### config.mk
export PLATFORM = sky130hd
export DESIGN_NAME = ads_ram
export DESIGN_NICKNAME = d
export VERILOG_FILES = /design/src/rtl/ads_ram.sv
export SDC_FILE = /design/constraint.sdc
export NUM_CORES = 1
export LEC_CHECK = 0
export BUFFER_PORTS_ARGS = -buffer_cell sky130_fd_sc_hd__buf_2
export CORE_ASPECT_RATIO = 1.75
export CORE_MARGIN = 2
export CORE_UTILIZATION = 48
export CTS_CLUSTER_DIAMETER = 100
export DETAILED_ROUTE_END_ITERATION = 8
export PLACE_DENSITY = 0.62
export SLEW_MARGIN = 20
export SYNTH_ARGS = -nofsm -noshare
export SYNTH_HDL_FRONTEND = slang
export SYNTH_SLANG_ARGS = --single-unit
### constraint.sdc
create_clock -name clock -period 2 [get_ports clock]
set_input_delay 0.4 -clock clock [delete_from_list [all_inputs] [get_ports clock]]
set_output_delay 0.4 -clock clock [all_outputs]
set_load 0.005 [all_outputs]
### src/rtl/ads_ram.sv
`default_nettype none
module ads_ram #(
   parameter int WIDTH = 8,
   parameter int DEPTH = 16
) (
   input  wire logic                     clock,
   input  wire logic                     we,
   input  wire logic [$clog2(DEPTH)-1:0] waddr,
   input  wire logic [WIDTH-1:0]         wdata,
   input  wire logic [$clog2(DEPTH)-1:0] raddr,
   output logic      [WIDTH-1:0]         rdata
);
   logic [WIDTH-1:0] mem [DEPTH];

   always_ff @(posedge clock) begin
      if (we) begin
         mem[waddr] <= wdata;
      end
      rdata <= mem[raddr];
   end
endmodule
`default_nettype wire

==> out/metrics.yaml <==
run_status: "completed"
postCtsHoldBufs: 0
worst_setup_path_end_kind: "flop"
setup_viol: 0
yosysWarnings: 0
core_sq_um: 10600
netlist_area_sq_um: 5150
ys_seq_area_frac: 0.778
post_cts_buffers: 0
final_hold_viol_count: 0
syn-instance-count: 229
path_max_fanout: 11
crit_slowest_cell: "mux4_1"
final_nets: 307
cts.repair.resized: 0
first_pass_iters: 4
rsz0062_at_grt: "no"
tns_ns: 0
cpLargestDelayFamily: "multiplexers"
crit_start: "raddr[0]"
numPortBuffers: 25
die_area_sq_um: 11600
tightest_slew_ns: 0.505
min_path_type: "in2reg"
htreeDepth: 4
multi_input_area_sq_um: 1060
n_antenna_cell: 0
dpl.hpwl_um: 6470
regArea_sq_um: 4000
wl_per_cell_um: 22.7
yosysUniqueCellTypes: 19
timing.critical_path.buf_inv: 2
fmax_ghz: 0.748
preCtsSetupSlack_ns: 0.237
grt_antenna_before_repair: 0
path_clk_slew_ns: 0.06
drtAntennaViolNets: 0
dr.first_iter.drc_count: 295
io_pins: 26
avgSynthCellArea_sq_um: 22.5
powerDensity_nw_per_um2: 1080
routed_wl_um: 9820
crit_chain: "buf_2 > buf_4 > mux4_1 > a22oi_1 > nand2_1"
ys_seq_elements: 136
drive_gt1_frac: 0.331
worstPathArrival_ns: 1.64
r2r-start: "mem[0][5]$_DFFE_PP_"
avgViaCountPerCell: 5.55
slew_violations: 0
filler_cell_count: 783
clkLatencyLatePin_ns: 0.41
vias: 2399
num_rows: 50
period_needed_ns: 1.34
grtUsageTotal: 0.193
fin_worst_skew_ns: 0.00814
finalPower_uw: 6710
die_h_um: 141
grt_first_pass_wirelength_um: 15000
remaining_drc_errors: 0
drv_cap: 0
initial_core_util: 0.487
grt_pass1_vias: 2555
place.gp.congestion: 0.720
cts_tree: "built"
setup_slack_ns: 0.663
clk_root_buffer_cell: "clkbuf_16"
grt_overflow: 0
power.leakage_uw: 0.00214
clk_path_buf_depth: 2
required_ns: 2.30
slew_headroom: 0.662
synth_nets: 247
slowest_delay_ns: 0.58
peakVddDrop_v: 0.000674
numCtsBuffers: 17
finalCritPeriodShare: 0.668
cts_sinks: 136
grt_max_degree: 33
hp-start: "wdata[6]"
die-width_um: 82.3
path_class: "in2reg"
synthToLayoutAreaGrowth_pct: 20.3
cp-start-kind: "input pin"
==> registers in the layout, indices dropped and copies added (netlist names) <==
signal,flops
rdata,8
mem,128
==> cells by family after synthesis <==
family | share of synthesized area
and+or+nand+nor | 0.0318
buffers and inverters | 0.0168
DFF | 0.778
AOI/OAI and AO/OA | 0.0233
muxes | 0.150
==> power breakdown <==
group	switching, uW	internal (uW)	total [uW]
combinational	162	134	295
sequential	17.1	3190	3200
clock	1110	2110	3210
==> cell usage after synthesis <==
cell type        instances  area (sq um)
edfxtp_1               128          3840
a22oi_1                 16           120
nand3_1                  1          5.00
nor2b_1                  1          6.26
nor3_1                   4          20.0
buf_2                    3          15.0
buf_6                    3          33.8
buf_4                    1          7.51
nand3b_1                 2          15.0
or3b_2                   1          8.76
nand2_1                  9          33.8
mux4_2                  18           405
and2_1                   1          6.26
nor2_1                  13          48.8
nand2b_1                 2          12.5
mux4_1                  14           368
dfxtp_1                  8           160
clkdlybuf4s25_2          3          30.0
and2b_1                  1          7.51
==> area by class of cell <==
cell class,count,share of cell area
flip-flops and latches,136,0.647
multi-input cells,83,0.171
clock buffers,19,0.0715
repair buffers,51,0.0558
clock inverters,13,0.0289
well taps,130,0.0263
==> worst reg2reg max path, cell delays in order, from the launching register on <==
cell and delay (ns):
edfxtp_1 0.37, mux4_1 0.52, a22oi_1 0.22, nand2_1 0.07
==> worst paths after layout <==
path | slack, ns | end | cells after the start
min | 0.37 | mem[4][6]$_DFFE_PP_ | 1
max reg2reg | 0.71 | rdata[5]$_DFF_P_ | 3
min reg2reg | 0.68 | rdata[2]$_DFF_P_ | 3
max | 0.66 | rdata[1]$_DFF_P_ | 5
==> per-stage QoR <==
stage	cells	hold WS (ns)	cell area (sq um)	utilization
floorplan	229	0.499	5150	-
global placement	400	0.655	5570	0.527
detailed placement	400	0.669	5570	0.527
CTS	432	0.365	6190	0.586
global route	432	0.376	6190	0.586
finish	432	0.372	6190	0.586
==> placed cells by master, fill, tap and decap left out <==
master      instances
clkbuf_16          17
nand3b_1            2
mux4_2             18
nand2b_1            2
clkinv_2            3
nand2_1             9
and2_1              1
mux4_1             14
nor2_1             13
clkinv_1            1
nor2b_1             1
nand3_1             1
and2b_1             1
clkinv_4            2
buf_2              25
clkbuf_8            1
clkinvlp_4          3
a22oi_1            16
buf_4              24
buf_12              2
nor3_1              4
bufinv_16           4
clkbuf_1            1
edfxtp_1          128
dfxtp_1             8
or3b_2              1
==> metal layers <==
| layer | GRT usage | routed length [um] |
|---|---|---|
| met3 | 0.0557 | 376 |
| met2 | 0.317 | 5610 |
| met4 | 0.0772 | 119 |
| met1 | 0.237 | 3720 |
| met5 | 0 | 0 |
No activity file was read; power rests on OpenSTA's default activity.
