===== src/rtl/ads_pkg.sv =====
`default_nettype none
package ads_pkg;

   localparam int MAX_WIDTH_DEFAULT = 1024;

   localparam int PIX_W       = 20;
   localparam int COEF_W      = 16;
   localparam int WIDTH_W     = 11;
   localparam int HEIGHT_W    = 16;
   localparam int TSTEP_W     = 16;
   localparam int CSR_IDX_W   = 2;
   localparam int CSR_DATA_W  = 16;
   localparam int HADDR_MAX_W = 16;   // history address width at the largest MAX_WIDTH
   localparam int COEF3_W     = 3 * COEF_W;

   localparam logic [WIDTH_W-1:0]  WIDTH_RESET  = 11'd1024;
   localparam logic [HEIGHT_W-1:0] HEIGHT_RESET = 16'd1024;
   localparam logic [TSTEP_W-1:0]  TSTEP_RESET  = 16'd16384;

   localparam logic signed [COEF_W-1:0] ONE_Q12  = 16'sd4096;
   localparam logic signed [COEF_W-1:0] ZERO_Q12 = 16'sd0;
   localparam logic signed [PIX_W-1:0]  PIX_MAX  = 20'sh7FFFF;
   localparam logic signed [PIX_W-1:0]  PIX_MIN  = 20'sh80000;

   typedef enum logic [CSR_IDX_W-1:0] {
      CSR_IMAGE_WIDTH  = 2'd0,
      CSR_IMAGE_HEIGHT = 2'd1,
      CSR_TIME_STEP    = 2'd2,
      CSR_USE_COEF     = 2'd3
   } csr_idx_type;

   // one output position handed from the front to the back
   typedef struct packed {
      logic [WIDTH_W-1:0]     col;
      logic [HADDR_MAX_W-1:0] base;    // history address of column 0 of this row
      logic                   top;
      logic                   bottom;
      logic                   left;
      logic                   right;
      logic                   last;
   } job_type;

   function automatic logic [WIDTH_W-1:0] eff_width(input logic [WIDTH_W-1:0] raw,
                                                     input int max_w);
      logic [WIDTH_W-1:0] r;
      if (raw == '0) begin
         r = WIDTH_W'(1);
      end else if (32'(raw) > max_w) begin
         r = WIDTH_W'(max_w);
      end else begin
         r = raw;
      end
      return r;
   endfunction

   function automatic logic [HEIGHT_W-1:0] eff_height(input logic [HEIGHT_W-1:0] raw);
      return (raw == '0) ? HEIGHT_W'(1) : raw;
   endfunction

endpackage
`default_nettype wire


===== src/rtl/ads_queue.sv =====
`default_nettype none
module ads_queue (
   input  wire logic              clock,
   input  wire logic              reset,
   input  wire logic              push_valid,
   input  wire ads_pkg::job_type  push_data,
   output logic                   push_ready,
   output logic                   pop_valid,
   output ads_pkg::job_type       pop_data,
   input  wire logic              pop_ready
);
   ads_pkg::job_type entry_ff [2];
   logic             wp_ff, wp_in, rp_ff, rp_in;
   logic [1:0]       cnt_ff, cnt_in;
   logic             push, pop;

   assign push_ready = cnt_ff != 2'd2;
   assign pop_valid  = cnt_ff != 2'd0;
   assign pop_data   = entry_ff[rp_ff];
   assign push       = push_valid && push_ready;
   assign pop        = pop_valid && pop_ready;

   always_comb begin
      wp_in  = push ? ~wp_ff : wp_ff;
      rp_in  = pop ? ~rp_ff : rp_ff;
      cnt_in = cnt_ff + 2'(push) - 2'(pop);
   end

   always_ff @(posedge clock) begin
      if (push) begin
         entry_ff[wp_ff] <= push_data;
      end
      if (reset) begin
         wp_ff  <= 1'b0;
         rp_ff  <= 1'b0;
         cnt_ff <= 2'd0;
      end else begin
         wp_ff  <= wp_in;
         rp_ff  <= rp_in;
         cnt_ff <= cnt_in;
      end
   end
endmodule
`default_nettype wire


===== config.mk =====
export PLATFORM = sky130hd
export DESIGN_NAME = ads_queue
export DESIGN_NICKNAME = d
export VERILOG_FILES = /design/src/rtl/ads_pkg.sv /design/src/rtl/ads_queue.sv
export SDC_FILE = /design/constraint.sdc
export NUM_CORES = 1
export LEC_CHECK = 0
export ABC_AREA = 1
export BUFFER_PORTS_ARGS = -buffer_cell sky130_fd_sc_hd__buf_2
export CAP_MARGIN = 20
export CELL_PAD_IN_SITES_DETAIL_PLACEMENT = 1
export CELL_PAD_IN_SITES_GLOBAL_PLACEMENT = 1
export CORE_MARGIN = 2
export CORE_UTILIZATION = 30
export DETAILED_ROUTE_END_ITERATION = 12
export MAX_ROUTING_LAYER = met4
export PLACE_DENSITY_LB_ADDON = 0.25
export SLEW_MARGIN = 25
export SYNTH_ARGS = -nofsm -noshare
export SYNTH_HDL_FRONTEND = slang
export SYNTH_SLANG_ARGS = --single-unit
export TNS_END_PERCENT = 20

===== constraint.sdc =====
create_clock -name clock -period 3.13 [get_ports clock]
set_input_delay 0.1565 -clock clock [delete_from_list [all_inputs] [get_ports clock]]
set_output_delay 0.1565 -clock clock [all_outputs]
set_load 0.01 [all_outputs]

==> results_dict.tcl <==
set metrics [dict create \
    final_common_cell "buf_2" \
    synth_adder_area_share_pct 0.9234 \
    slew_headroom_pct 34.83 \
    synth_xor_area_share_pct 0 \
    yosys_warnings 0 \
    drv_slew 0 \
    syn_inst 137 \
    std_cell_rows 34 \
    path_clk_slew_ps 70 \
    holdPathEnd "entry_ff[0][30]" \
    die_width_um 99.05 \
    nNetsFinal 283 \
    track_usage_pct 11.39 \
    die_area_sq_um 9810 \
    area_delta_synth_final_pct 34.95 \
    drive_gt1_share_pct 48.00 \
    grt_overflow 0 \
    synthSimpleGateAreaFrac_pct 2.909 \
    setup_viol 0 \
    crit_path_cell_trace "buf_4 -> mux2_4 -> buf_2" \
    syn-cell-area_sq_um 2710 \
    start_kind "flop" \
    tns_ps 0 \
    ctsResizeCount 0 \
    grt_pass1_wl_um 8073 \
    max_freq_ghz 0.4728 \
    layout_common_cells "69 x buf_2, 64 x edfxtp_1, 30 x mux2_4, 30 x dlygate4sd3_1, 9 x clkbuf_8" \
    gp_congestion 0.7502 \
    postCtsSetupBuffers 0 \
    synth_top_family_by_area "multiplexers" \
    dp_hpwl_um 3134 \
    wl_per_cell_um 13.97 \
    rsz0062_at_grt "false" \
    max_stage_delay_ps 760 \
    holdPathStages 1 \
    crit_path_end_kind "output pin" \
    syn_nets 175 \
    finClkSkew_ps 9.490 \
    pin_count 70 \
    synth_seq_area_share_pct 74.61 \
    port_buffers 69 \
    clockRootBuffer "clkbuf_8" \
    htreeDepth 3 \
    maxUsedRoutingLayer "met4" \
    clock-sinks 69 \
    synthMuxAreaShare_pct 17.45 \
    cp.arrival_ps 1960 \
    ff2ff_path_depth 4 \
    first_global_vias 1649 \
    cp_max_fo 20 \
    timing.final.hold_violations 0 \
    num_vias 1490 \
    vias_per_cell 4.162 \
    cts_made_buffers 9 \
    reg2reg_from "cnt_ff[0]" \
    r2r_end "entry_ff[0][18]" \
    avgSynthCellArea_sq_um 19.78 \
    ir_drop_v 0.0002886 \
    fp.dieH_um 99.05 \
    timing.final.crit_share_pct 67.57 \
    status "complete, no violations" \
    met1Wirelength_um 2179 \
    worstSetupPathType "flop to output pin" \
    core_area_sq_um 8721 \
    cts_tree "built" \
    diodes 0 \
    layout_min_cycle_time_ps 2115 \
    powerDensity_nw_per_um2 742.6 \
    synth.distinct_cells 12 \
    synth-compound-area-share_pct 0.3693 \
    drc 0 \
    hold_buffers 25 \
    hold_class "input pin to flop" \
    wl_met3_um 288 \
    leakage_nw 1.479 \
    firstDrtPassIters 4 \
    cp_data_required_time_ps 2970 \
    worst_slew_pin_slew_ps 975.3 \
    wl_met2_um 2486 \
    hold_ws_ps 21.01 \
    detail-route-antenna-nets 0 \
    num-fill-cells 913 \
    maxCapViolations 0 \
    insertion_delay_ps 340 \
    antenna_found_initial 0 \
    ys_ff_latch 69 \
    wl_um 5000 \
    crit_slowest_cell "dfxtp_2" \
    grt_max_degree 33 \
    r2r_slack_ps 1330 \
    dr.first_iter.drc_count 50 \
    start_util_pct 31.08 \
    cts_buffer_depth 2 \
    hold_path_startpoint "push_data[30]" \
]
==> critical path, delay by kind of cell, from the launching register on <==
kind / cells / cell delay (ps)
mux: 1 / 330
flops: 1 / 760
buf+inv: 2 / 530
==> routing by layer <==
| layer | up-vias | GRT usage [%] |
|---|---|---|
| met5 | - | - |
| met1 | 713 | 13.14 |
| met4 | 0 | 3.793 |
| met3 | 4 | 4.894 |
| met2 | 49 | 17.93 |
| li1 | 724 | - |
==> per-stage QoR <==
step           utilization [%]  power (W)  instance area (sq um)  std cells  setup slack, ps
2_1_floorplan                -   0.001756                   2710        137            729.7
3_3_place_gp             36.04   0.001948                   3143        312             1316
3_5_place_dp             36.04   0.001959                   3143        312             1296
4_1_cts                  41.36   0.002760                   3607        353            927.8
5_1_grt                  41.94   0.002887                   3657        358            864.3
6_report                 41.94   0.002716                   3657        358             1015
==> power breakdown <==
part	internal, W	leakage, nW	switching, W
Combinational	0.000366	0.733	0.000329
Sequential	0.00117	0.639	0.0000811
Clock	0.000444	0.107	0.000325
==> flip-flops by register name (all words and copies together) (netlist names), named ones only <==
register,flops
wp_ff,1
entry_ff,64
rp_ff,1
cnt_ff,2
==> cell usage after synthesis (all sizes together) <==
library cell	number	share of area, %
a21oi	2	0.37
buf	4	2.6
dfxtp	5	3.7
edfxtp	64	71
ha	2	0.92
inv	8	1.1
mux2	32	17
nand2	8	1.1
nand3	3	0.55
nor2	9	1.2
==> final cells by class <==
type | count | area (sq um) | area share (%)
well taps | 108 | 135.1 | 3.695
clock inverters | 7 | 90.09 | 2.463
flip-flops and latches | 69 | 2023 | 55.32
repair buffers | 101 | 660.6 | 18.06
multi-input cells | 56 | 594.3 | 16.25
clock buffers | 9 | 123.9 | 3.387
inverters | 8 | 30.03 | 0.8211
==> logic make-up (layout without fill, tap and decap cells) <==
| logic type | Yosys count | after routing |
|---|---|---|
| adders and majority gates | 2 | 2 |
| muxes | 32 | 32 |
| and+or+nand+nor | 20 | 20 |
| AOI/OAI and AO/OA | 2 | 2 |
| buffers and inverters | 12 | 125 |
| DFF | 69 | 69 |
==> worst max-delay path by stage <==
| stage | depth (start not counted) | from | end | slack [ps] |
|---|---|---|---|---|
| 6_report | 3 | flop | pop_data[26] | 1020 |
| 5_1_grt | 3 | flop | pop_data[24] | 860 |
| 4_1_cts | 3 | flop | pop_data[24] | 930 |
| 3_5_place_dp | 4 | cnt_ff[0] | entry_ff[0][16] | 1300 |
| 3_3_place_gp | 4 | cnt_ff[0] | entry_ff[0][14] | 1320 |
| 2_1_floorplan | 4 | cnt_ff[0] | entry_ff[0][0] | 730 |
No activity file was read; power rests on OpenSTA's default activity.
