### src/rtl/ads_pkg.sv
`default_nettype none
package ads_pkg;

   localparam int MAX_WIDTH_DEFAULT = 1024;

   localparam int PIX_W       = 20;
   localparam int COEF_W      = 16;
   localparam int WIDTH_W     = 11;
   localparam int HEIGHT_W    = 16;
   localparam int TSTEP_W     = 16;
   localparam int CSR_IDX_W   = 2;
   localparam int CSR_DATA_W  = 16;
   localparam int HADDR_MAX_W = 16;   // history address width at the largest MAX_WIDTH
   localparam int COEF3_W     = 3 * COEF_W;

   localparam logic [WIDTH_W-1:0]  WIDTH_RESET  = 11'd1024;
   localparam logic [HEIGHT_W-1:0] HEIGHT_RESET = 16'd1024;
   localparam logic [TSTEP_W-1:0]  TSTEP_RESET  = 16'd16384;

   localparam logic signed [COEF_W-1:0] ONE_Q12  = 16'sd4096;
   localparam logic signed [COEF_W-1:0] ZERO_Q12 = 16'sd0;
   localparam logic signed [PIX_W-1:0]  PIX_MAX  = 20'sh7FFFF;
   localparam logic signed [PIX_W-1:0]  PIX_MIN  = 20'sh80000;

   typedef enum logic [CSR_IDX_W-1:0] {
      CSR_IMAGE_WIDTH  = 2'd0,
      CSR_IMAGE_HEIGHT = 2'd1,
      CSR_TIME_STEP    = 2'd2,
      CSR_USE_COEF     = 2'd3
   } csr_idx_type;

   // one output position handed from the front to the back
   typedef struct packed {
      logic [WIDTH_W-1:0]     col;
      logic [HADDR_MAX_W-1:0] base;    // history address of column 0 of this row
      logic                   top;
      logic                   bottom;
      logic                   left;
      logic                   right;
      logic                   last;
   } job_type;

   function automatic logic [WIDTH_W-1:0] eff_width(input logic [WIDTH_W-1:0] raw,
                                                     input int max_w);
      logic [WIDTH_W-1:0] r;
      if (raw == '0) begin
         r = WIDTH_W'(1);
      end else if (32'(raw) > max_w) begin
         r = WIDTH_W'(max_w);
      end else begin
         r = raw;
      end
      return r;
   endfunction

   function automatic logic [HEIGHT_W-1:0] eff_height(input logic [HEIGHT_W-1:0] raw);
      return (raw == '0) ? HEIGHT_W'(1) : raw;
   endfunction

endpackage
`default_nettype wire

### src/rtl/ads_if.sv
`default_nettype none


interface ads_rsp_if;
   logic                                    valid;
   logic                                    ready;
   logic signed [ads_pkg::PIX_W-1:0]        pixel_out;
   logic                                    frame_last;
   modport source (output valid, pixel_out, frame_last, input ready);
   modport sink   (input valid, pixel_out, frame_last, output ready);
endinterface
`default_nettype wire

### src/rtl/ads_back.sv
`default_nettype none
module ads_back #(
   parameter int MAX_WIDTH = ads_pkg::MAX_WIDTH_DEFAULT
) (
   input  wire logic                            clock,
   input  wire logic                            reset,
   input  wire logic                            job_valid,
   input  wire ads_pkg::job_type                job,
   output logic                                 job_pop,
   input  wire logic [ads_pkg::WIDTH_W-1:0]     width_reg,
   input  wire logic [ads_pkg::TSTEP_W-1:0]     tstep_reg,
   output logic [$clog2(MAX_WIDTH)+2:0]         hist_raddr,
   input  wire logic [ads_pkg::PIX_W-1:0]       hist_rdata,
   output logic [$clog2(MAX_WIDTH)+1:0]         coef_raddr,
   input  wire logic [ads_pkg::COEF3_W-1:0]     coef_rdata,
   ads_rsp_if.source                            rsp
);
   localparam int HAW = $clog2(MAX_WIDTH) + 3;
   localparam int CAW = $clog2(MAX_WIDTH) + 2;
   localparam int WW  = ads_pkg::WIDTH_W;
   localparam int PW  = ads_pkg::PIX_W;
   localparam int CW  = ads_pkg::COEF_W;

   typedef enum logic [6:0] {
      S_IDLE = 7'b0000001,
      S_READ = 7'b0000010,
      S_TAIL = 7'b0000100,
      S_SUM  = 7'b0001000,
      S_MUL  = 7'b0010000,
      S_TMUL = 7'b0100000,
      S_OUT  = 7'b1000000
   } state_type;

   state_type               state_ff, state_in;
   ads_pkg::job_type        job_ff;
   logic [3:0]              k_ff, k_in;
   logic [1:0]              dx_ff, dx_in, dy_ff, dy_in;
   logic signed [PW-1:0]    win_ff [9];
   logic [ads_pkg::COEF3_W-1:0] coef_ff;
   logic signed [21:0]      d_ff, e_ff, f_ff;
   logic signed [16:0]      g_ff;
   logic signed [40:0]      acc_ff;
   logic signed [56:0]      tacc_ff;
   logic                    valid_ff, valid_in;
   logic signed [PW-1:0]    pix_ff;
   logic                    last_ff;

   logic [WW-1:0]           w, colv;
   logic [HAW-1:0]          base, rowb, qaddr;
   logic                    capture;
   logic signed [CW-1:0]    ca, cb, cc;
   logic signed [16:0]      mul_a;
   logic signed [21:0]      mul_b;
   logic signed [38:0]      mul_p;
   logic signed [40:0]      term;
   logic signed [8:0]       tbyte;
   logic signed [49:0]      tprod;
   logic signed [25:0]      delta;
   logic signed [26:0]      ysum;
   logic signed [PW-1:0]    ysat;
   logic                    out_free;

   assign w    = ads_pkg::eff_width(width_reg, MAX_WIDTH);
   assign base = job_ff.base[HAW-1:0];
   assign ca   = coef_ff[3*CW-1:2*CW];
   assign cb   = coef_ff[2*CW-1:CW];
   assign cc   = coef_ff[CW-1:0];

   // neighbor address: clamped row base plus clamped column
   always_comb begin
      case (dx_ff)
         2'd0:    colv = job_ff.left ? job_ff.col : job_ff.col - WW'(1);
         2'd1:    colv = job_ff.col;
         default: colv = job_ff.right ? job_ff.col : job_ff.col + WW'(1);
      endcase
      case (dy_ff)
         2'd0:    rowb = job_ff.top ? base : base - HAW'(w);
         2'd1:    rowb = base;
         default: rowb = job_ff.bottom ? base : base + HAW'(w);
      endcase
   end
   assign hist_raddr = rowb + HAW'(colv);
   assign qaddr      = base + HAW'(job_ff.col);
   assign coef_raddr = qaddr[CAW-1:0];

   assign capture = ((state_ff == S_READ) && (k_ff != 4'd0)) || (state_ff == S_TAIL);

   // stencil products, one per cycle
   always_comb begin
      case (k_ff[1:0])
         2'd0:    begin mul_a = 17'(cb); mul_b = d_ff; end
         2'd1:    begin mul_a = 17'(cc); mul_b = e_ff; end
         2'd2:    begin mul_a = 17'(ca); mul_b = f_ff; end
         default: begin mul_a = g_ff;    mul_b = 22'(win_ff[4]); end
      endcase
   end
   assign mul_p = 39'(mul_a) * 39'(mul_b);
   always_comb begin
      case (k_ff[1:0])
         2'd0:    term = 41'(mul_p);
         2'd1,
         2'd2:    term = 41'(mul_p) <<< 1;
         default: term = -(41'(mul_p) <<< 2);
      endcase
   end

   // S * t in two byte-wide partial products
   assign tbyte = $signed({1'b0, (k_ff[0] ? tstep_reg[15:8] : tstep_reg[7:0])});
   assign tprod = 50'(acc_ff) * 50'(tbyte);

   assign delta = $signed(tacc_ff[56:31]);
   assign ysum  = 27'(win_ff[4]) + 27'(delta);
   always_comb begin
      if (ysum > 27'(ads_pkg::PIX_MAX)) begin
         ysat = ads_pkg::PIX_MAX;
      end else if (ysum < 27'(ads_pkg::PIX_MIN)) begin
         ysat = ads_pkg::PIX_MIN;
      end else begin
         ysat = PW'(ysum);
      end
   end

   assign out_free       = !valid_ff || rsp.ready;
   assign rsp.valid      = valid_ff;
   assign rsp.pixel_out  = pix_ff;
   assign rsp.frame_last = last_ff;
   assign job_pop        = (state_ff == S_IDLE) && job_valid;

   always_comb begin
      state_in = state_ff;
      k_in     = k_ff;
      dx_in    = dx_ff;
      dy_in    = dy_ff;
      valid_in = valid_ff && !rsp.ready;
      unique case (state_ff)
         S_IDLE: begin
            k_in  = '0;
            dx_in = '0;
            dy_in = '0;
            if (job_valid) begin
               state_in = S_READ;
            end
         end
         S_READ: begin
            k_in = k_ff + 4'd1;
            if (dx_ff == 2'd2) begin
               dx_in = '0;
               dy_in = dy_ff + 2'd1;
            end else begin
               dx_in = dx_ff + 2'd1;
            end
            if (k_ff == 4'd8) begin
               state_in = S_TAIL;
            end
         end
         S_TAIL: state_in = S_SUM;
         S_SUM: begin
            k_in     = '0;
            state_in = S_MUL;
         end
         S_MUL: begin
            k_in = k_ff + 4'd1;
            if (k_ff == 4'd3) begin
               k_in     = '0;
               state_in = S_TMUL;
            end
         end
         S_TMUL: begin
            k_in = k_ff + 4'd1;
            if (k_ff == 4'd1) begin
               state_in = S_OUT;
            end
         end
         S_OUT: begin
            if (out_free) begin
               valid_in = 1'b1;
               state_in = S_IDLE;
            end
         end
         default: state_in = S_IDLE;
      endcase
   end

   always_ff @(posedge clock) begin
      if (job_pop) begin
         job_ff <= job;
      end
      if (capture) begin
         for (int i = 0; i < 8; i++) begin
            win_ff[i] <= win_ff[i+1];
         end
         win_ff[8] <= $signed(hist_rdata);
      end
      if ((state_ff == S_READ) && (k_ff == 4'd1)) begin
         coef_ff <= coef_rdata;
      end
      if (state_ff == S_SUM) begin
         d_ff   <= 22'(win_ff[0]) - 22'(win_ff[2]) - 22'(win_ff[6]) + 22'(win_ff[8]);
         e_ff   <= 22'(win_ff[1]) + 22'(win_ff[7]);
         f_ff   <= 22'(win_ff[3]) + 22'(win_ff[5]);
         g_ff   <= 17'(ca) + 17'(cc);
         acc_ff <= '0;
      end
      if (state_ff == S_MUL) begin
         acc_ff <= acc_ff + term;
      end
      if (state_ff == S_TMUL) begin
         if (k_ff[0]) begin
            tacc_ff <= tacc_ff + (57'(tprod) <<< 8);
         end else begin
            tacc_ff <= 57'(tprod) + (57'sd1 <<< 30);
         end
      end
      if ((state_ff == S_OUT) && out_free) begin
         pix_ff  <= ysat;
         last_ff <= job_ff.last;
      end
      if (reset) begin
         state_ff <= S_IDLE;
         k_ff     <= '0;
         dx_ff    <= '0;
         dy_ff    <= '0;
         valid_ff <= 1'b0;
      end else begin
         state_ff <= state_in;
         k_ff     <= k_in;
         dx_ff    <= dx_in;
         dy_ff    <= dy_in;
         valid_ff <= valid_in;
      end
   end
endmodule
`default_nettype wire

### src/flat_wrapper.sv
// flat-port wrapper written by rule: the top's interface ports become plain ports
module ads_back_flat 
#(
   parameter int MAX_WIDTH = ads_pkg::MAX_WIDTH_DEFAULT
)
  (clock, reset, job_valid, job, job_pop, width_reg, tstep_reg, hist_raddr, hist_rdata, coef_raddr, coef_rdata, rsp_valid, rsp_pixel_out, rsp_frame_last, rsp_ready);
  ads_rsp_if rsp_i ();
  input  wire logic clock;
  input  wire logic reset;
  input  wire logic job_valid;
  input  wire ads_pkg::job_type job;
  output logic job_pop;
  input  wire logic [ads_pkg::WIDTH_W-1:0] width_reg;
  input  wire logic [ads_pkg::TSTEP_W-1:0] tstep_reg;
  output logic [$clog2(MAX_WIDTH)+2:0] hist_raddr;
  input  wire logic [ads_pkg::PIX_W-1:0] hist_rdata;
  output logic [$clog2(MAX_WIDTH)+1:0] coef_raddr;
  input  wire logic [ads_pkg::COEF3_W-1:0] coef_rdata;
  output wire logic [$bits(rsp_i.valid)-1:0] rsp_valid;
  output wire logic [$bits(rsp_i.pixel_out)-1:0] rsp_pixel_out;
  output wire logic [$bits(rsp_i.frame_last)-1:0] rsp_frame_last;
  input wire logic [$bits(rsp_i.ready)-1:0] rsp_ready;
  assign rsp_valid = rsp_i.valid;
  assign rsp_pixel_out = rsp_i.pixel_out;
  assign rsp_frame_last = rsp_i.frame_last;
  assign rsp_i.ready = rsp_ready;
  ads_back #(.MAX_WIDTH(MAX_WIDTH)) u_core (.clock(clock), .reset(reset), .job_valid(job_valid), .job(job), .job_pop(job_pop), .width_reg(width_reg), .tstep_reg(tstep_reg), .hist_raddr(hist_raddr), .hist_rdata(hist_rdata), .coef_raddr(coef_raddr), .coef_rdata(coef_rdata), .rsp(rsp_i));
endmodule
### config.mk
export PLATFORM = sky130hd
export DESIGN_NAME = ads_back_flat
export DESIGN_NICKNAME = d
export VERILOG_FILES = /design/src/rtl/ads_pkg.sv /design/src/rtl/ads_if.sv /design/src/rtl/ads_back.sv /design/src/flat_wrapper.sv
export SDC_FILE = /design/constraint.sdc
export NUM_CORES = 2
export LEC_CHECK = 0
export BUFFER_PORTS_ARGS = -buffer_cell sky130_fd_sc_hd__buf_2
export CORE_AREA = 2 2 264 526
export DETAILED_ROUTE_END_ITERATION = 8
export DIE_AREA = 0 0 266 528
export GPL_ROUTABILITY_DRIVEN = 0
export PLACE_DENSITY_LB_ADDON = 0.2
export SLEW_MARGIN = 40
export SYNTH_ARGS = -nofsm -noshare
export SYNTH_HDL_FRONTEND = slang
export SYNTH_SLANG_ARGS = --single-unit
### constraint.sdc
create_clock -name clock -period 22.9 [get_ports clock]
set_input_delay 1.145 -clock clock [delete_from_list [all_inputs] [get_ports clock]]
set_output_delay 1.145 -clock clock [all_outputs]
set_load 0.05 [all_outputs]
==> results by group <==
STA
  – RSZ-0062 raised after global routing: no
  – Final Skew: 0.0763 ns
  – WHS: roughly 0.43 ns
  – Slew of the pin with the lowest slew margin: 0.781 ns
  – Setup TNS: 0 ns
  – Final hold vios: 0
  – Max Slew Vio Count: 0
  – Period utilization: between 50 and 60%
  – Final setup violating endpoints: 0
  – Max_slew headroom: 47.6%
  – Min Tclk post-route: ~13 ns
  – Fmax: 77.8 MHz

Setup path
  – Critical Path RT: 23.25 ns
  – Largest stage delay, worst path: 0.67 ns
  – Element type at the critical path end: register
  – Most used cell, CP: fa_1
  – CP startpoint kind: register
  – Setup CP Type: register to register
  – Critical Path AT: approximately 13 ns
  – Critical Path Fanout Max: 48
  – CP max stage cell: clkinv_2

Routing
  – WL per Instance: 21.1 µm
  – WL met3: 4.51 mm
  – WL final: between 150 and 200 mm
  – ANT nets after route: 0
  – WL met1: 49.2 mm
  – Detail Route met2 WL: 90.4 mm
  – Drt drc: 0
  – Via count: about 40000
  – Via-to-Cell Ratio: ~5.4
  – Iter 0 DRT Violations: 1843
  – Highest routed metal layer: met5
  – Router iterations before antenna repair: 6

Global routing
  – First-pass GRT wire length: 242 mm
  – Largest net degree at the start of global routing: 101
  – Initial antenna violation count: 5
  – GRT Util Overall: 22.7%
  – Congestion Overflow GR: 0
  – Vias in the first global route: 43700

Clocking
  – # clock sinks: roughly 470
  – CTS Hold Buffers Added: 0
  – Clock transition at path regs: 0.07 ns
  – # resized after CTS: 0
  – CTS tree: built
  – # Post-CTS Setup Buffers: 0
  – Clock tree root driver cell: clkbuf_16
  – H-tree depth: 2
  – Bufs on Longest Clock Path: 3
  – Worst-Skew Late Latency: 0.68 ns
  – Num CTS Buffers: 50

Die
  – Initial core utilization: between 30% and 40%
  – Core Area: 136000 µm²
  – Rows: roughly 190
  – Boundary Pins: 179
  – Die area: 140000 µm²
  – DIE HEIGHT: ~530 µm
  – Chip width: around 270 µm

Logic synthesis
  – Post-synthesis average cell area: 9.75 µm²
  – Most frequent cell after synthesis: inv_1
  – Synthesis-stage register bit count: 465
  – Synth area leaders: fa_1, edfxtp_1, ha_1
  – Synth area leader: fa_1
  – Synth Instances: between 5000 and 6000
  – Asr flop ratio synth: 0%
  – Count of different cell masters after synthesis: 95
  – Synthesized cell area: roughly 54000 µm²
  – EDFF count, synth: 449
  – Synth top area share: 24.9%
  – Register area share after synthesis: 25.5%
  – Synthesis warning total: 0
  – Ys flop type: edfxtp_1
  – Syn Nets: between 6000 and 7000
  – Top post-synthesis cells by count: inv_1, fa_1, nand2_1

Job
  – Max-cap violations: 0

Layout
  – Non-Filler Instances: 7498
  – Number of nets in the final layout: 6953
  – Area grow syn2layout: 9.24%
  – Proportion of layout cells with a drive suffix above 1: 7.62%

Place
  – Port-buffer cells: around 180
  – HPWL after DPL: 129 mm
  – Placed cell count: 7398

Worst hold path
  – Worst min path class: register to register

Outcome
  – Outcome: finished clean
[cells by family (layout without fill, tap and decap cells)]
family | after synthesis | count (layout) | synth area share, %
compound gates | 978 | 978 | 11.7
fa+ha+maj | 1118 | 1118 | 35.2
buf+inv | 1028 | 1220 | 7.14
other cells | 0 | 6 | 0
flops | 465 | 465 | 25.5
xor+xnor | 331 | 331 | 5.38
mux | 85 | 85 | 1.67
simple gates | 1549 | 1549 | 13.4
[placed cells by master, fill, tap and decap left out, types with 73 or more instances in the layout]
cell type and instances:
xor2_1 122, nor2b_1 229, o21ai_0 198, nand2_1 543, fa_1 673, a21oi_1 270
nor3_1 73, a21o_1 117, ha_1 440, xnor2_1 206, nor2_1 425, buf_2 175
edfxtp_1 449, inv_1 887
[worst max-delay path: cells and delay by family (launching register included)]
family,cells,cell delay [ns]
adder cells (fa/ha/maj),9,4.36
AND/OR/NAND/NOR,11,2.56
buffers and inverters,6,2.45
AO/OA/AOI/OAI,12,2.38
XOR/XNOR,2,0.34
flip-flops,1,0.31
[state kept, by name, summed over array words and instances (netlist names)]
register               flops
u_core.e_ff               21
u_core.win_ff            180
u_core.job_ff             16
u_core.tacc_ff            49
u_core.rsp.frame_last      1
u_core.dx_ff               2
u_core.coef_ff            48
u_core.rsp.pixel_out      20
u_core.state_ff            7
u_core.g_ff               17
u_core.k_ff                4
u_core.dy_ff               2
u_core.base               13
u_core.d_ff               22
u_core.rsp.valid           1
u_core.f_ff               21
u_core.acc_ff             41
[per-stage QoR]
step / instance area (µm²) / setup slack (ns) / utilization (%)
2_1_floorplan: 54200 / 6.90 / -
3_3_place_gp: 57300 / 9.95 / 42.0
3_5_place_dp: 57400 / 10.09 / 42.1
4_1_cts: 59100 / 10.00 / 43.3
5_1_grt: 59200 / 9.42 / 43.4
6_report: 59200 / 10.05 / 43.4
[final timing paths]
path                                from                         endpoint  slack [ns]  cells past startpoint
max reg2reg  u_core.k_ff[0]$_SDFFE_PP0P_  u_core.acc_ff[40]$_SDFFCE_PN0P_       10.05                     40
min           u_core.job_ff[0]$_DFFE_PP_  u_core.rsp.frame_last$_DFFE_PP_        0.43                      0
max          u_core.k_ff[0]$_SDFFE_PP0P_  u_core.acc_ff[40]$_SDFFCE_PN0P_       10.05                     40
min reg2reg   u_core.job_ff[0]$_DFFE_PP_  u_core.rsp.frame_last$_DFFE_PP_        0.43                      0
[layer usage]
metal / vias up / track usage, %
met3: 445 / 1.99
li1: 18700 / -
met4: 2 / 17.1
met2: 966 / 46.2
met1: 20000 / 19.9
met5: - / 0
[final cells by class]
class | count | area [µm²]
multi-input combinational | 4061 | 36700
clock inverter | 33 | 404
tap | 1746 | 2180
fill | 13200 | 77300
clock buffer | 61 | 1290
inverter | 891 | 3350
sequential | 465 | 13800
antenna | 6 | 15.0
timing repair buffer | 235 | 1400
Power is not shown: default switching activity piles up to over one toggle a cycle in this logic, so the estimate is an artifact.
