===== src/rtl/ads_pkg.sv =====
`default_nettype none
package ads_pkg;

   localparam int MAX_WIDTH_DEFAULT = 1024;

   localparam int PIX_W       = 20;
   localparam int COEF_W      = 16;
   localparam int WIDTH_W     = 11;
   localparam int HEIGHT_W    = 16;
   localparam int TSTEP_W     = 16;
   localparam int CSR_IDX_W   = 2;
   localparam int CSR_DATA_W  = 16;
   localparam int HADDR_MAX_W = 16;   // history address width at the largest MAX_WIDTH
   localparam int COEF3_W     = 3 * COEF_W;

   localparam logic [WIDTH_W-1:0]  WIDTH_RESET  = 11'd1024;
   localparam logic [HEIGHT_W-1:0] HEIGHT_RESET = 16'd1024;
   localparam logic [TSTEP_W-1:0]  TSTEP_RESET  = 16'd16384;

   localparam logic signed [COEF_W-1:0] ONE_Q12  = 16'sd4096;
   localparam logic signed [COEF_W-1:0] ZERO_Q12 = 16'sd0;
   localparam logic signed [PIX_W-1:0]  PIX_MAX  = 20'sh7FFFF;
   localparam logic signed [PIX_W-1:0]  PIX_MIN  = 20'sh80000;

   typedef enum logic [CSR_IDX_W-1:0] {
      CSR_IMAGE_WIDTH  = 2'd0,
      CSR_IMAGE_HEIGHT = 2'd1,
      CSR_TIME_STEP    = 2'd2,
      CSR_USE_COEF     = 2'd3
   } csr_idx_type;

   // one output position handed from the front to the back
   typedef struct packed {
      logic [WIDTH_W-1:0]     col;
      logic [HADDR_MAX_W-1:0] base;    // history address of column 0 of this row
      logic                   top;
      logic                   bottom;
      logic                   left;
      logic                   right;
      logic                   last;
   } job_type;

   function automatic logic [WIDTH_W-1:0] eff_width(input logic [WIDTH_W-1:0] raw,
                                                     input int max_w);
      logic [WIDTH_W-1:0] r;
      if (raw == '0) begin
         r = WIDTH_W'(1);
      end else if (32'(raw) > max_w) begin
         r = WIDTH_W'(max_w);
      end else begin
         r = raw;
      end
      return r;
   endfunction

   function automatic logic [HEIGHT_W-1:0] eff_height(input logic [HEIGHT_W-1:0] raw);
      return (raw == '0) ? HEIGHT_W'(1) : raw;
   endfunction

endpackage
`default_nettype wire


===== src/rtl/ads_if.sv =====
`default_nettype none
interface ads_req_if;
   logic                                    valid;
   logic                                    ready;
   logic                                    op;
   logic signed [ads_pkg::PIX_W-1:0]        pixel_in;
   logic signed [ads_pkg::COEF_W-1:0]       coef_a;
   logic signed [ads_pkg::COEF_W-1:0]       coef_b;
   logic signed [ads_pkg::COEF_W-1:0]       coef_c;
   modport source (output valid, op, pixel_in, coef_a, coef_b, coef_c, input ready);
   modport sink   (input valid, op, pixel_in, coef_a, coef_b, coef_c, output ready);
endinterface

`default_nettype wire


===== src/rtl/ads_front.sv =====
`default_nettype none
module ads_front #(
   parameter int MAX_WIDTH = ads_pkg::MAX_WIDTH_DEFAULT
) (
   input  wire logic                                clock,
   input  wire logic                                reset,
   ads_req_if.sink                                  req,
   input  wire logic [ads_pkg::WIDTH_W-1:0]         width_reg,
   input  wire logic [ads_pkg::HEIGHT_W-1:0]        height_reg,
   input  wire logic                                use_coef,
   input  wire logic                                restart,
   output logic                                     hist_we,
   output logic [$clog2(MAX_WIDTH)+2:0]             hist_waddr,
   output logic [ads_pkg::PIX_W-1:0]                hist_wdata,
   output logic                                     coef_we,
   output logic [$clog2(MAX_WIDTH)+1:0]             coef_waddr,
   output logic [ads_pkg::COEF3_W-1:0]              coef_wdata,
   output logic                                     job_valid,
   output ads_pkg::job_type                         job,
   input  wire logic                                job_ready
);
   localparam int HAW    = $clog2(MAX_WIDTH) + 3;
   localparam int CAW    = $clog2(MAX_WIDTH) + 2;
   localparam int WW     = ads_pkg::WIDTH_W;
   localparam int HW     = ads_pkg::HEIGHT_W;
   localparam int LEAD_W = WW + 1;

   logic [WW-1:0]     col_ff, col_in, ocol_ff, ocol_in;
   logic [HW-1:0]     row_ff, row_in, orow_ff, orow_in;
   logic [HAW-1:0]    p_ff, p_in, base_ff, base_in;
   logic [LEAD_W-1:0] lead_ff, lead_in, lead_full;
   logic [WW-1:0]     w;
   logic [HW-1:0]     h;
   logic              take, in_frame, counted, emit, last;

   assign w         = ads_pkg::eff_width(width_reg, MAX_WIDTH);
   assign h         = ads_pkg::eff_height(height_reg);
   assign lead_full = {1'b0, w} + LEAD_W'(1);

   assign req.ready = job_ready;
   assign take      = req.valid && job_ready;
   assign in_frame  = row_ff < h;
   // an early drain changes nothing
   assign counted   = take && !(in_frame && req.op);
   assign emit      = counted && (lead_ff == lead_full);
   assign last      = (orow_ff == h - HW'(1)) && (ocol_ff == w - WW'(1));

   assign hist_we    = counted && in_frame;
   assign hist_waddr = p_ff;
   assign hist_wdata = req.pixel_in;
   assign coef_we    = counted && in_frame;
   assign coef_waddr = p_ff[CAW-1:0];
   assign coef_wdata = use_coef ? {req.coef_a, req.coef_b, req.coef_c}
                                : {ads_pkg::ONE_Q12, ads_pkg::ZERO_Q12, ads_pkg::ONE_Q12};

   assign job_valid  = emit;
   assign job.col    = ocol_ff;
   assign job.base   = ads_pkg::HADDR_MAX_W'(base_ff);
   assign job.top    = (orow_ff == '0);
   assign job.bottom = (orow_ff == h - HW'(1));
   assign job.left   = (ocol_ff == '0);
   assign job.right  = (ocol_ff == w - WW'(1));
   assign job.last   = last;

   always_comb begin
      col_in  = col_ff;
      row_in  = row_ff;
      p_in    = p_ff;
      lead_in = lead_ff;
      ocol_in = ocol_ff;
      orow_in = orow_ff;
      base_in = base_ff;
      if (counted) begin
         p_in = p_ff + HAW'(1);
         if (lead_ff != lead_full) begin
            lead_in = lead_ff + LEAD_W'(1);
         end
         if (in_frame) begin
            if (col_ff == w - WW'(1)) begin
               col_in = '0;
               row_in = row_ff + HW'(1);
            end else begin
               col_in = col_ff + WW'(1);
            end
         end
      end
      if (emit) begin
         if (ocol_ff == w - WW'(1)) begin
            ocol_in = '0;
            orow_in = orow_ff + HW'(1);
            base_in = base_ff + HAW'(w);
         end else begin
            ocol_in = ocol_ff + WW'(1);
         end
      end
      // new frame starts at the next history address, so jobs of the old
      // frame still in flight keep reading their own entries
      if ((emit && last) || restart) begin
         col_in  = '0;
         row_in  = '0;
         lead_in = '0;
         ocol_in = '0;
         orow_in = '0;
         base_in = p_in;
      end
   end

   always_ff @(posedge clock) begin
      if (reset) begin
         col_ff  <= '0;
         row_ff  <= '0;
         p_ff    <= '0;
         lead_ff <= '0;
         ocol_ff <= '0;
         orow_ff <= '0;
         base_ff <= '0;
      end else begin
         col_ff  <= col_in;
         row_ff  <= row_in;
         p_ff    <= p_in;
         lead_ff <= lead_in;
         ocol_ff <= ocol_in;
         orow_ff <= orow_in;
         base_ff <= base_in;
      end
   end
endmodule
`default_nettype wire


===== src/flat_wrapper.sv =====
// flat-port wrapper written by rule: the top's interface ports become plain ports
module ads_front_flat 
#(
   parameter int MAX_WIDTH = ads_pkg::MAX_WIDTH_DEFAULT
)
  (clock, reset, width_reg, height_reg, use_coef, restart, hist_we, hist_waddr, hist_wdata, coef_we, coef_waddr, coef_wdata, job_valid, job, job_ready, req_valid, req_op, req_pixel_in, req_coef_a, req_coef_b, req_coef_c, req_ready);
  ads_req_if req_i ();
  input  wire logic clock;
  input  wire logic reset;
  input  wire logic [ads_pkg::WIDTH_W-1:0] width_reg;
  input  wire logic [ads_pkg::HEIGHT_W-1:0] height_reg;
  input  wire logic use_coef;
  input  wire logic restart;
  output logic hist_we;
  output logic [$clog2(MAX_WIDTH)+2:0] hist_waddr;
  output logic [ads_pkg::PIX_W-1:0] hist_wdata;
  output logic coef_we;
  output logic [$clog2(MAX_WIDTH)+1:0] coef_waddr;
  output logic [ads_pkg::COEF3_W-1:0] coef_wdata;
  output logic job_valid;
  output ads_pkg::job_type job;
  input  wire logic job_ready;
  input wire logic [$bits(req_i.valid)-1:0] req_valid;
  input wire logic [$bits(req_i.op)-1:0] req_op;
  input wire logic [$bits(req_i.pixel_in)-1:0] req_pixel_in;
  input wire logic [$bits(req_i.coef_a)-1:0] req_coef_a;
  input wire logic [$bits(req_i.coef_b)-1:0] req_coef_b;
  input wire logic [$bits(req_i.coef_c)-1:0] req_coef_c;
  output wire logic [$bits(req_i.ready)-1:0] req_ready;
  assign req_i.valid = req_valid;
  assign req_i.op = req_op;
  assign req_i.pixel_in = req_pixel_in;
  assign req_i.coef_a = req_coef_a;
  assign req_i.coef_b = req_coef_b;
  assign req_i.coef_c = req_coef_c;
  assign req_ready = req_i.ready;
  ads_front #(.MAX_WIDTH(MAX_WIDTH)) u_core (.clock(clock), .reset(reset), .req(req_i), .width_reg(width_reg), .height_reg(height_reg), .use_coef(use_coef), .restart(restart), .hist_we(hist_we), .hist_waddr(hist_waddr), .hist_wdata(hist_wdata), .coef_we(coef_we), .coef_waddr(coef_waddr), .coef_wdata(coef_wdata), .job_valid(job_valid), .job(job), .job_ready(job_ready));
endmodule

===== config.mk =====
export PLATFORM = sky130hd
export DESIGN_NAME = ads_front_flat
export DESIGN_NICKNAME = d
export VERILOG_FILES = /design/src/rtl/ads_pkg.sv /design/src/rtl/ads_if.sv /design/src/rtl/ads_front.sv /design/src/flat_wrapper.sv
export SDC_FILE = /design/constraint.sdc
export NUM_CORES = 1
export LEC_CHECK = 0
export BUFFER_PORTS_ARGS = -buffer_cell sky130_fd_sc_hd__buf_2
export CAP_MARGIN = 10
export CORE_MARGIN = 2
export CORE_UTILIZATION = 40
export CTS_BUF_LIST = sky130_fd_sc_hd__clkbuf_8
export CTS_CLUSTER_SIZE = 16
export DETAILED_ROUTE_END_ITERATION = 16
export HOLD_SLACK_MARGIN = 0.1
export PLACE_DENSITY = 0.73
export SYNTH_ARGS = -nofsm -noshare
export SYNTH_HDL_FRONTEND = slang
export SYNTH_SLANG_ARGS = --single-unit

===== constraint.sdc =====
create_clock -name clock -period 6.1 [get_ports clock]
set_clock_uncertainty 0.1 [all_clocks]
set_input_delay 1.22 -clock clock [delete_from_list [all_inputs] [get_ports clock]]
set_output_delay 1.22 -clock clock [all_outputs]
set_load 0.01 [all_outputs]

==> flow_metrics.tcl, run 1 <==
set metrics [dict create \
    outcome "finished, final reports clean" \
    irDropWorstVdd_mv 0.1057 \
    postCtsSetupRepairBufs 0 \
    port_buffers 187 \
    hold_viol 0 \
    nets 1249 \
    ant_nets 0 \
    maxSlewViolCount 0 \
    cts_buffers 9 \
    vias_per_cell 5.610 \
    ys_seq_area_frac 0.2415 \
    synth_cell_types 85 \
    die_area_um2 20180 \
    htreeDepth 3 \
    cp_max_fo 7 \
    gr-total-overflow 0 \
    synthCells 976 \
    postLayoutCellArea_um2 8642 \
    synthFlopType "dfxtp_1" \
    cts_buffer_depth 2 \
    ys_seq_elements 92 \
    period_needed_ns 5.846 \
    worst_ep_required_time_ns 4.78 \
    ctsResizeCount 0 \
    cts-root-buf "clkbuf_8" \
    total_power_w 0.001246 \
    report.final.setup_viol 0 \
    grt_pass1_wl_um 34710 \
    dpl.hpwl_um 17480 \
    wl_per_cell_um 16.26 \
    die_y_um 142.1 \
    critPathKind "primary input to output port" \
    core_area_um2 18710 \
    drtIter0Drc 542 \
    initial_core_util 0.4076 \
    worst_pin_slew_ns 1.036 \
    antenna_found_initial 0 \
    grt_start_max_net_pins 49 \
    cts_tree "done" \
    critical_path_arrival_ns 4.53 \
    max_slew_margin 0.3028 \
    async_reset_ff_frac 0 \
    grt_pass1_vias 6857 \
    clk_latency_ns 0.39 \
    fin_tns_setup_ns 0 \
    start_kind "primary input" \
    routed_wl_um 21920 \
    rsz0062_at_grt "no" \
    syn_area_per_cell_um2 7.812 \
    fmax_mhz 171.0 \
    grtUsageTotal 0.2155 \
    endpoint_kind "output port" \
    drt_pre_antenna_iters 5 \
    place_area_um2 8448 \
    synthToLayoutAreaGrowth_pct 13.34 \
    drive_gt1_frac 0.2244 \
    syn_area_um2 7625 \
    power.density_nw_per_um2 144.2 \
    routabilityCongestion 0.9275 \
    remaining_drc_errors 0 \
    nFillCells 1888 \
    vias 7562 \
    cts.sinks 92 \
    min_period_over_period 0.9584 \
    row_count 50 \
    dieWidth_um 142.1 \
    ys_warn_count 0 \
    cts_hold_buf 0 \
    io_pins 231 \
    synth_edf_count 0 \
    cap_violations 0 \
    p_leak_nw 3.610 \
    hold_path.class "flop to flop" \
    clkSlewWorstSetupHoldPaths_ns 0.11 \
    n_antenna_cell 0 \
]
-- sequential cells by signal, summed over array words and instances (netlist names) --
name,cells
u_core.base_ff,13
u_core.col_ff,11
u_core.hist_waddr,13
u_core.lead_ff,12
u_core.ocol_ff,11
u_core.orow_ff,16
u_core.row_ff,16
-- cell usage after synthesis, drive strengths merged (8+ instances only) --
master,instances,area share
dfxtp,92,0.24
nor2,91,0.045
and2,65,0.053
xnor2,58,0.067
xor2,58,0.067
buf,53,0.050
nand2,51,0.025
nand3,43,0.029
a21oi,42,0.028
nand4,39,0.032
ha,37,0.061
inv,36,0.018
nor3,35,0.024
clkbuf,34,0.023
o21ai,28,0.018
nor4,25,0.027
and3,19,0.016
nor2b,14,0.011
or3,13,0.011
or4,11,0.011
a31oi,10,0.0082
mux2i,9,0.012
a211oi,8,0.0079
-- where the power goes --
| group | total (W) | switching (W) | leakage [nW] | internal, W |
|---|---|---|---|---|
| combinational | 0.000227 | 0.000135 | 2.77 | 0.0000927 |
| sequential | 0.000606 | 0.00000350 | 0.741 | 0.000602 |
| clock | 0.000413 | 0.000255 | 0.0947 | 0.000158 |
-- final timing paths --
check	start	endpoint	slack, ns	cells after the start
min	u_core.row_ff[15]	u_core.row_ff[15]	0.41	2
max reg2reg	u_core.row_ff[1]	u_core.col_ff[8]	2.34	12
min reg2reg	u_core.row_ff[15]	u_core.row_ff[15]	0.41	2
max	height_reg[9]	job[0]	0.25	12
-- cell type report --
| cell class | count | area, um^2 | share of cell area |
|---|---|---|---|
| sequential | 92 | 1842 | 0.2131 |
| tap | 234 | 292.8 | 0.03388 |
| clock inverter | 7 | 70.07 | 0.008108 |
| clock buffer | 9 | 123.9 | 0.01433 |
| inverter | 36 | 135.1 | 0.01564 |
| multi-input combinational | 762 | 5085 | 0.5884 |
| timing repair buffer | 208 | 1094 | 0.1265 |
-- cell usage in the layout (no fill, tap or decap), drive strengths merged, types with 5 or more instances in the layout --
| cell type | netlist | layout |
|---|---|---|
| or2 | 7 | 7 |
| nor2 | 91 | 91 |
| nor2b | 14 | 14 |
| a31oi | 10 | 10 |
| and4 | 7 | 7 |
| and3 | 19 | 19 |
| dfxtp | 92 | 92 |
| mux2i | 9 | 9 |
| a21oi | 42 | 42 |
| xor2 | 58 | 58 |
| a221oi | 5 | 5 |
| nand2b | 7 | 7 |
| a22oi | 7 | 7 |
| inv | 36 | 38 |
| and2 | 65 | 65 |
| nand4 | 39 | 39 |
| buf | 53 | 208 |
| clkbuf | 34 | 9 |
| nor4 | 25 | 25 |
| or4 | 11 | 11 |
| a211oi | 8 | 8 |
| nand3 | 43 | 43 |
| o22ai | 5 | 5 |
| nand2 | 51 | 51 |
| or3 | 13 | 13 |
| o21ai | 28 | 28 |
| xnor2 | 58 | 58 |
| ha | 37 | 37 |
| nor3 | 35 | 35 |
-- per-layer routing --
metal,GRT usage,up-vias,part of all wire
met5,0,-,0
met4,0.06368,0,0.017
met3,0.03701,30,0.072
met2,0.3707,309,0.48
met1,0.2762,3514,0.43
li1,-,3709,-
-- metrics by stage --
step,hold WS (ns),instances,utilization,setup slack [ns]
3_3_place_gp,0.3817,1332,0.4516,0.2859
4_1_cts,0.4142,1348,0.4620,0.2630
3_5_place_dp,0.3974,1332,0.4516,0.2791
5_1_grt,0.4392,1348,0.4620,0.05095
6_report,0.4093,1348,0.4620,0.2535
2_1_floorplan,0.3624,978,-,0.2224
-- kinds of logic after synthesis --
logic type,share of synthesized area
and+or+nand+nor,0.3215
AOI/OAI and AO/OA,0.1341
buffers and inverters,0.09255
xor gates and xnor gates,0.1332
DFF,0.2415
adders and majority gates,0.06334
muxes,0.01329
other,0.0004918
-- worst max-delay path: stages --
cell and delay, ns:
buf_2 0.13, nor4_1 0.78, a41oi_1 0.33, ha_1 0.34, or3b_2 0.28, o21ai_0 0.09
a21oi_1 0.16, a21oi_1 0.05, nor4_1 0.39, and4_1 0.42, and2_1 0.20, buf_2 0.14
No activity file was read; power rests on OpenSTA's default activity.
==> run 2, diff against run 1 <==
Settings changed: ABC_AREA set to 1, PLACE_DENSITY 0.73 to 0.72.
==> flow_metrics.tcl, run 2 <==
set metrics [dict create \
    outcome "finished, final reports clean" \
    row_count 53 \
    path_common_cell "nor2_1" \
    fmax_mhz 180.6 \
    hp-start "u_core.orow_ff[4]" \
    synth_edf_count 0 \
    dpl.hpwl_um 21760 \
    ys_seq_area_frac 0.2151 \
    synth_most_common_cell "nand2_1" \
    grt_use_met3 0.03697 \
    vias_per_cell 5.142 \
    htreeDepth 3 \
    irDropWorstVdd_mv 0.08136 \
    max_slew_margin 0.5298 \
    syn_area_per_cell_um2 5.942 \
    busiest_layer "met2" \
    core_area_um2 21020 \
    ys_warn_count 0 \
    reg2regPathDepth 16 \
    worstPathCellList "buf_2 -> nor2_1 -> nand3_1 -> o21bai_4 -> nand2_2 -> ha_1 -> xor2_1 -> o21ai_0 -> nor2_1 -> inv_1 -> nor2_1 -> nand3_1 -> nor3_1 -> nand3_1 -> nor2_1 -> and2_1 -> buf_2" \
    nets 1716 \
    netlist_top_cells_count "nand2_1 (372), inv_1 (237), nor2_1 (156)" \
    die_area_um2 22590 \
    power_frac_comb 0.230 \
    synthCells 1441 \
    p_leak_nw 4.808 \
    final_common_cell "nand2_1" \
    crit_family "simple AND/OR/NAND/NOR gates" \
    final_cell_mix "nand2_1 (372), inv_1 (239), buf_2 (187)" \
    routed_wl_um 26700 \
    report.final.setup_viol 0 \
    port_buffers 187 \
    r2r-end "u_core.lead_ff[11]" \
    cp_num_cells 17 \
    endpoint_kind "output port" \
    dieWidth_um 150.3 \
    syn_area_um2 8562 \
    async_reset_ff_frac 0 \
    ctsResizeCount 0 \
    ys_seq_elements 92 \
    yosysTopAreaCellShare 0.2151 \
    critical_path_arrival_ns 4.22 \
    grtUsageTotal 0.2316 \
    cap_violations 0 \
    ant_nets 0 \
    netSwitchingFraction 0.3265 \
    clkSlewWorstSetupHoldPaths_ns 0.09 \
    io_pins 231 \
    postCtsSetupRepairBufs 0 \
    initial_core_util 0.4073 \
    clk_latency_ns 0.39 \
    synthToLayoutAreaGrowth_pct 12.47 \
    fin_tns_setup_ns 0 \
    cts_tree "done" \
    cts.sinks 92 \
    die_y_um 150.3 \
    cts_hold_buf 0 \
    hold_viol 0 \
    grt_pass1_wl_um 41860 \
    reg_top3 "u_core.orow_ff (16), u_core.row_ff (16)" \
    crit_path_max_incr_delay_ns 0.41 \
    synth_cell_types 46 \
    maxSlewViolCount 0 \
    ff2ff_setup_slack_ns 2.36 \
    power.density_nw_per_um2 141.1 \
    power.switching_w 0.0004436 \
    synth.area.top_cells "dfxtp_1 (22%), nand2_1 (16%), inv_1 (10%)" \
    min_period_over_period 0.9077 \
    p_clk_frac 0.316 \
    gr-total-overflow 0 \
    antenna_found_initial 0 \
    cts_buffers 9 \
    period_needed_ns 5.537 \
    n_antenna_cell 0 \
    hold_path.class "flop to flop" \
    cts-root-buf "clkbuf_8" \
    wl_per_cell_um 14.39 \
    vias 9539 \
    synthFlopType "dfxtp_1" \
    worst-path-buf-inv 3 \
    worst_pin_slew_ns 0.6962 \
    seqPwrFrac 0.454 \
    grt_start_max_net_pins 49 \
    nFillCells 2254 \
    remaining_drc_errors 0 \
    rsz0062_at_grt "no" \
    critPathKind "primary input to output port" \
    fin_util 0.4581 \
    cp_slowest_cell "ha_1" \
    drive_gt1_frac 0.1475 \
    cts_buffer_depth 2 \
    drtIter0Drc 895 \
    grt_pass1_vias 8720 \
    cp-startpoint "width_reg[3]" \
    holdWs_ns 0.4118 \
    timing.rr.start "u_core.row_ff[9]" \
    yosys.area.top_type "dfxtp_1" \
    cp_max_fo 19 \
    routabilityCongestion 0.9625 \
    endpoint "job[0]" \
    drt_pre_antenna_iters 7 \
    met2_usage 0.3927 \
    p_int_w 0.0009150 \
    start_kind "primary input" \
    worst_ep_required_time_ns 4.78 \
    use_met1 0.2909 \
]
[run 2: cell types whose count changed in the layout (fill, tap and decap cells not counted), sizes merged, moves of 18 or more]
cell,delta
xnor2,-42
nor2,+72
and3,-18
a21oi,+23
o21ai,+21
nor3,+30
and2,-64
nand2,+325
inv,+206
nand3,+84
[run 2: metrics by stage]
stage	total power (W)	area, um^2	std cells	setup WS, ns
after floorplan	0.0008424	8569	1443	1.142
after global placement	0.0009354	9438	1840	0.7059
after detailed placement	0.0009382	9438	1840	0.5744
after CTS	0.001360	9629	1855	0.6189
after global routing	0.001425	9629	1855	0.2827
final	0.001359	9629	1855	0.5628
[run 2: worst reg2reg max path, cell delays in order (launching register included)]
cell and delay [ns]:
dfxtp_1 0.51, ha_1 0.31, a21oi_1 0.14, o21ai_0 0.09, nand3_1 0.07, a21oi_1 0.06
a211oi_1 0.24, nand3_1 0.11, nand2_1 0.07, buf_4 0.22, nor2_4 0.10, nand3_2 0.19
nand2_2 0.23, nor2_4 0.50, inv_2 0.32, buf_12 0.25, nor3b_1 0.16
[run 2: routing by layer]
| metal | up-vias | share of wire |
|---|---|---|
| met4 | 0 | 0.033 |
| met1 | 4236 | 0.43 |
| met3 | 65 | 0.084 |
| li1 | 4810 | - |
| met2 | 428 | 0.45 |
| met5 | - | 0 |
[run 2: power by group through the flow]
stage	clock, W	combinational (W)	sequential [W]
CTS	0.000435	0.000309	0.000617
finish	0.000429	0.000313	0.000617
global placement	0	0.000304	0.000631
global route	0.000457	0.000351	0.000618
detailed placement	0	0.000307	0.000631
floorplan	0	0.000212	0.000630
[run 2: cells by family (layout without fill, tap and decap cells)]
| logic type | after synthesis | in the layout | synth area share |
|---|---|---|---|
| AND/OR/NAND/NOR | 797 | 797 | 0.4108 |
| buffers and inverters | 310 | 447 | 0.1587 |
| AO/OA/AOI/OAI | 130 | 130 | 0.08388 |
| flip-flops | 92 | 92 | 0.2151 |
| XOR/XNOR | 73 | 73 | 0.07467 |
| adder cells (fa/ha/maj) | 38 | 38 | 0.05641 |
| other | 1 | 3 | 0.0004380 |
[run 2: final cells by class]
cell class / instances / area, um^2 / area share
Clock buffer: 10 / 137.6 / 0.01429
Inverter: 241 / 904.6 / 0.09394
Clock inverter: 5 / 53.80 / 0.005587
Timing Repair Buffer: 191 / 978.4 / 0.1016
Sequential cell: 92 / 1842 / 0.1913
Tap cell: 275 / 344.1 / 0.03573
Multi-Input combinational cell: 1041 / 5369 / 0.5576
[run 2: worst min-delay path by stage]
stage,endpoint,slack [ns],cells after the start
2_1_floorplan,u_core.lead_ff[9],0.35,2
3_3_place_gp,u_core.orow_ff[10],0.39,2
3_5_place_dp,u_core.lead_ff[1],0.40,2
4_1_cts,u_core.lead_ff[1],0.41,2
5_1_grt,u_core.lead_ff[9],0.43,2
6_report,u_core.orow_ff[4],0.41,2
==> run 3, diff against run 2 <==
Settings changed: CORE_ASPECT_RATIO set to 1.75, RECOVER_POWER set to 100.
==> flow_metrics.tcl, run 3 (synthesized netlist as in run 2, its figures left out) <==
set metrics [dict create \
    dpl.hpwl_um 22620 \
    ff2ff_setup_slack_ns 1.80 \
    cp_slowest_cell "o21bai_4" \
    hold_end "u_core.orow_ff[10]" \
    irDropWorstVdd_mv 0.09244 \
    violations "max-capacitance violations, max-slew violations" \
    power.density_nw_per_um2 139.7 \
    seqPwrFrac 0.468 \
    antenna_found_initial 0 \
    critPathKind "primary input to output port" \
    whs_path_depth 2 \
    routed_wl_um 27360 \
    htreeDepth 3 \
    r2r-end "u_core.lead_ff[7]" \
    grt_start_max_net_pins 49 \
    worst_pin_slew_ns 1.726 \
    vias 9509 \
    cts.sinks 92 \
    max_slew_margin -0.1507 \
    die_y_um 197.5 \
    stdcell_count 1835 \
    nets 1718 \
    cp_num_cells 18 \
    outcome "finished with violations" \
    power.switching_w 0.0004446 \
    cts-root-buf "clkbuf_8" \
    wl_per_cell_um 14.91 \
    clkSlewWorstSetupHoldPaths_ns 0.09 \
    cp_max_fo 19 \
    final_cell_mix "nand2_1 (375), inv_1 (237), nor2_1 (156)" \
    cts_buffers 9 \
    vias_per_cell 5.182 \
    worst-path-buf-inv 4 \
    initial_core_util 0.4090 \
    timing.rr.start "u_core.row_ff[9]" \
    io_pins 231 \
    fmax_mhz 178.9 \
    final_common_cell "nand2_1" \
    reg_top3 "u_core.orow_ff (16), u_core.row_ff (16)" \
    holdWs_ns 0.4024 \
    synthToLayoutAreaGrowth_pct 10.17 \
    maxSlewViolCount 49 \
    cts_buffer_depth 2 \
    p_leak_nw 4.395 \
    remaining_drc_errors 0 \
    core_area_um2 20930 \
    period_needed_ns 5.590 \
    ant_nets 0 \
    die_area_um2 22640 \
    grtUsageTotal 0.2399 \
    min_period_over_period 0.9164 \
    row_count 70 \
    dp_cells 1819 \
    crit_family "simple AND/OR/NAND/NOR gates" \
    rsz0062_at_grt "no" \
    reg2regPathDepth 16 \
    postCtsSetupRepairBufs 0 \
    worst_ep_required_time_ns 4.78 \
    critical_path_arrival_ns 4.27 \
    netSwitchingFraction 0.3375 \
    cts_hold_buf 0 \
    port_buffers 187 \
    ctsResizeCount 0 \
    hold_viol 0 \
    dieWidth_um 114.6 \
    endpoint_kind "output port" \
    p_clk_frac 0.301 \
    gr-total-overflow 0 \
    hp-start "u_core.orow_ff[10]" \
    report.final.setup_viol 0 \
    path_common_cell "nand2_1" \
    drt_pre_antenna_iters 5 \
    routabilityCongestion 1.022 \
    grt_pass1_vias 8979 \
    clk_latency_ns 0.38 \
    drtIter0Drc 404 \
    power_frac_comb 0.231 \
    hold_path.class "flop to flop" \
    drive_gt1_frac 0.07896 \
    worstPathCellList "buf_2 -> nor2_1 -> nand3_1 -> o21bai_4 -> nand2_1 -> inv_1 -> ha_1 -> nand2_1 -> inv_1 -> nand3_1 -> nor2_4 -> nand4_1 -> nand2_1 -> nand2_1 -> nor2_1 -> nand3_1 -> nor2_4 -> buf_2" \
    p_int_w 0.0008727 \
    cap_violations 1 \
    start_kind "primary input" \
    grt_pass1_wl_um 43110 \
    n_antenna_cell 0 \
    fin_tns_setup_ns 0 \
    crit_path_max_incr_delay_ns 0.37 \
    cts_tree "done" \
]
[run 3: changes by cell type in the layout (fill, tap and decap cells not counted), sizes merged]
cell,delta
inv,-1
clkbuf,+107
buf,-105
bufinv,-1
clkinv,+4
clkinvlp,-1
[run 3: metal layers]
metal	GRT usage	wire [um]
met2	0.4447	13970
met1	0.2382	9968
met3	0.03498	1399
met5	0	0
met4	0.1707	2022
[run 3: metrics by stage]
stage               utilization  setup slack (ns)  total power (W)  area [um^2]
CTS                      0.4583            0.6175         0.001337         9594
detailed placement       0.4496            0.6222        0.0009374         9412
global placement         0.4496            0.6931        0.0009337         9412
global route             0.4506            0.1464         0.001389         9433
finish                   0.4506            0.5100         0.001317         9433
floorplan                     -             1.142        0.0008424         8569
[run 3: area by class of cell]
| type | count | area [um^2] |
|---|---|---|
| Clock buffer | 10 | 137.6 |
| Clock inverter | 6 | 45.04 |
| Fill cell | 2297 | 11500 |
| Inverter | 241 | 904.6 |
| Multi-Input combinational cell | 1041 | 5346 |
| Sequential cell | 92 | 1842 |
| Tap cell | 252 | 315.3 |
| Timing Repair Buffer | 193 | 842.1 |
[run 3: worst max path at each step]
stage,from,to,slack [ns]
floorplan,width_reg[3],job[0],1.14
global placement,width_reg[3],job[0],0.69
detailed placement,width_reg[3],job[0],0.62
CTS,width_reg[3],job[0],0.62
global route,width_reg[3],job[0],0.15
finish,width_reg[3],job_valid,0.51
[run 3: worst register-to-register path: cells and delay by family, from the launching register on]
| family | cells | cell delay [ns] |
|---|---|---|
| buffers and inverters | 3 | 1.37 |
| AO/OA/AOI/OAI | 4 | 0.43 |
| AND/OR/NAND/NOR | 8 | 1.60 |
| adder cells (fa/ha/maj) | 1 | 0.33 |
| flip-flops | 1 | 0.40 |
[run 3: power groups by stage]
stage / logic (W) / clock network [W] / registers (W)
floorplan: 0.000212 / 0 / 0.000630
finish: 0.000304 / 0.000397 / 0.000616
global placement: 0.000304 / 0 / 0.000630
detailed placement: 0.000307 / 0 / 0.000630
CTS: 0.000308 / 0.000413 / 0.000616
global route: 0.000339 / 0.000433 / 0.000618
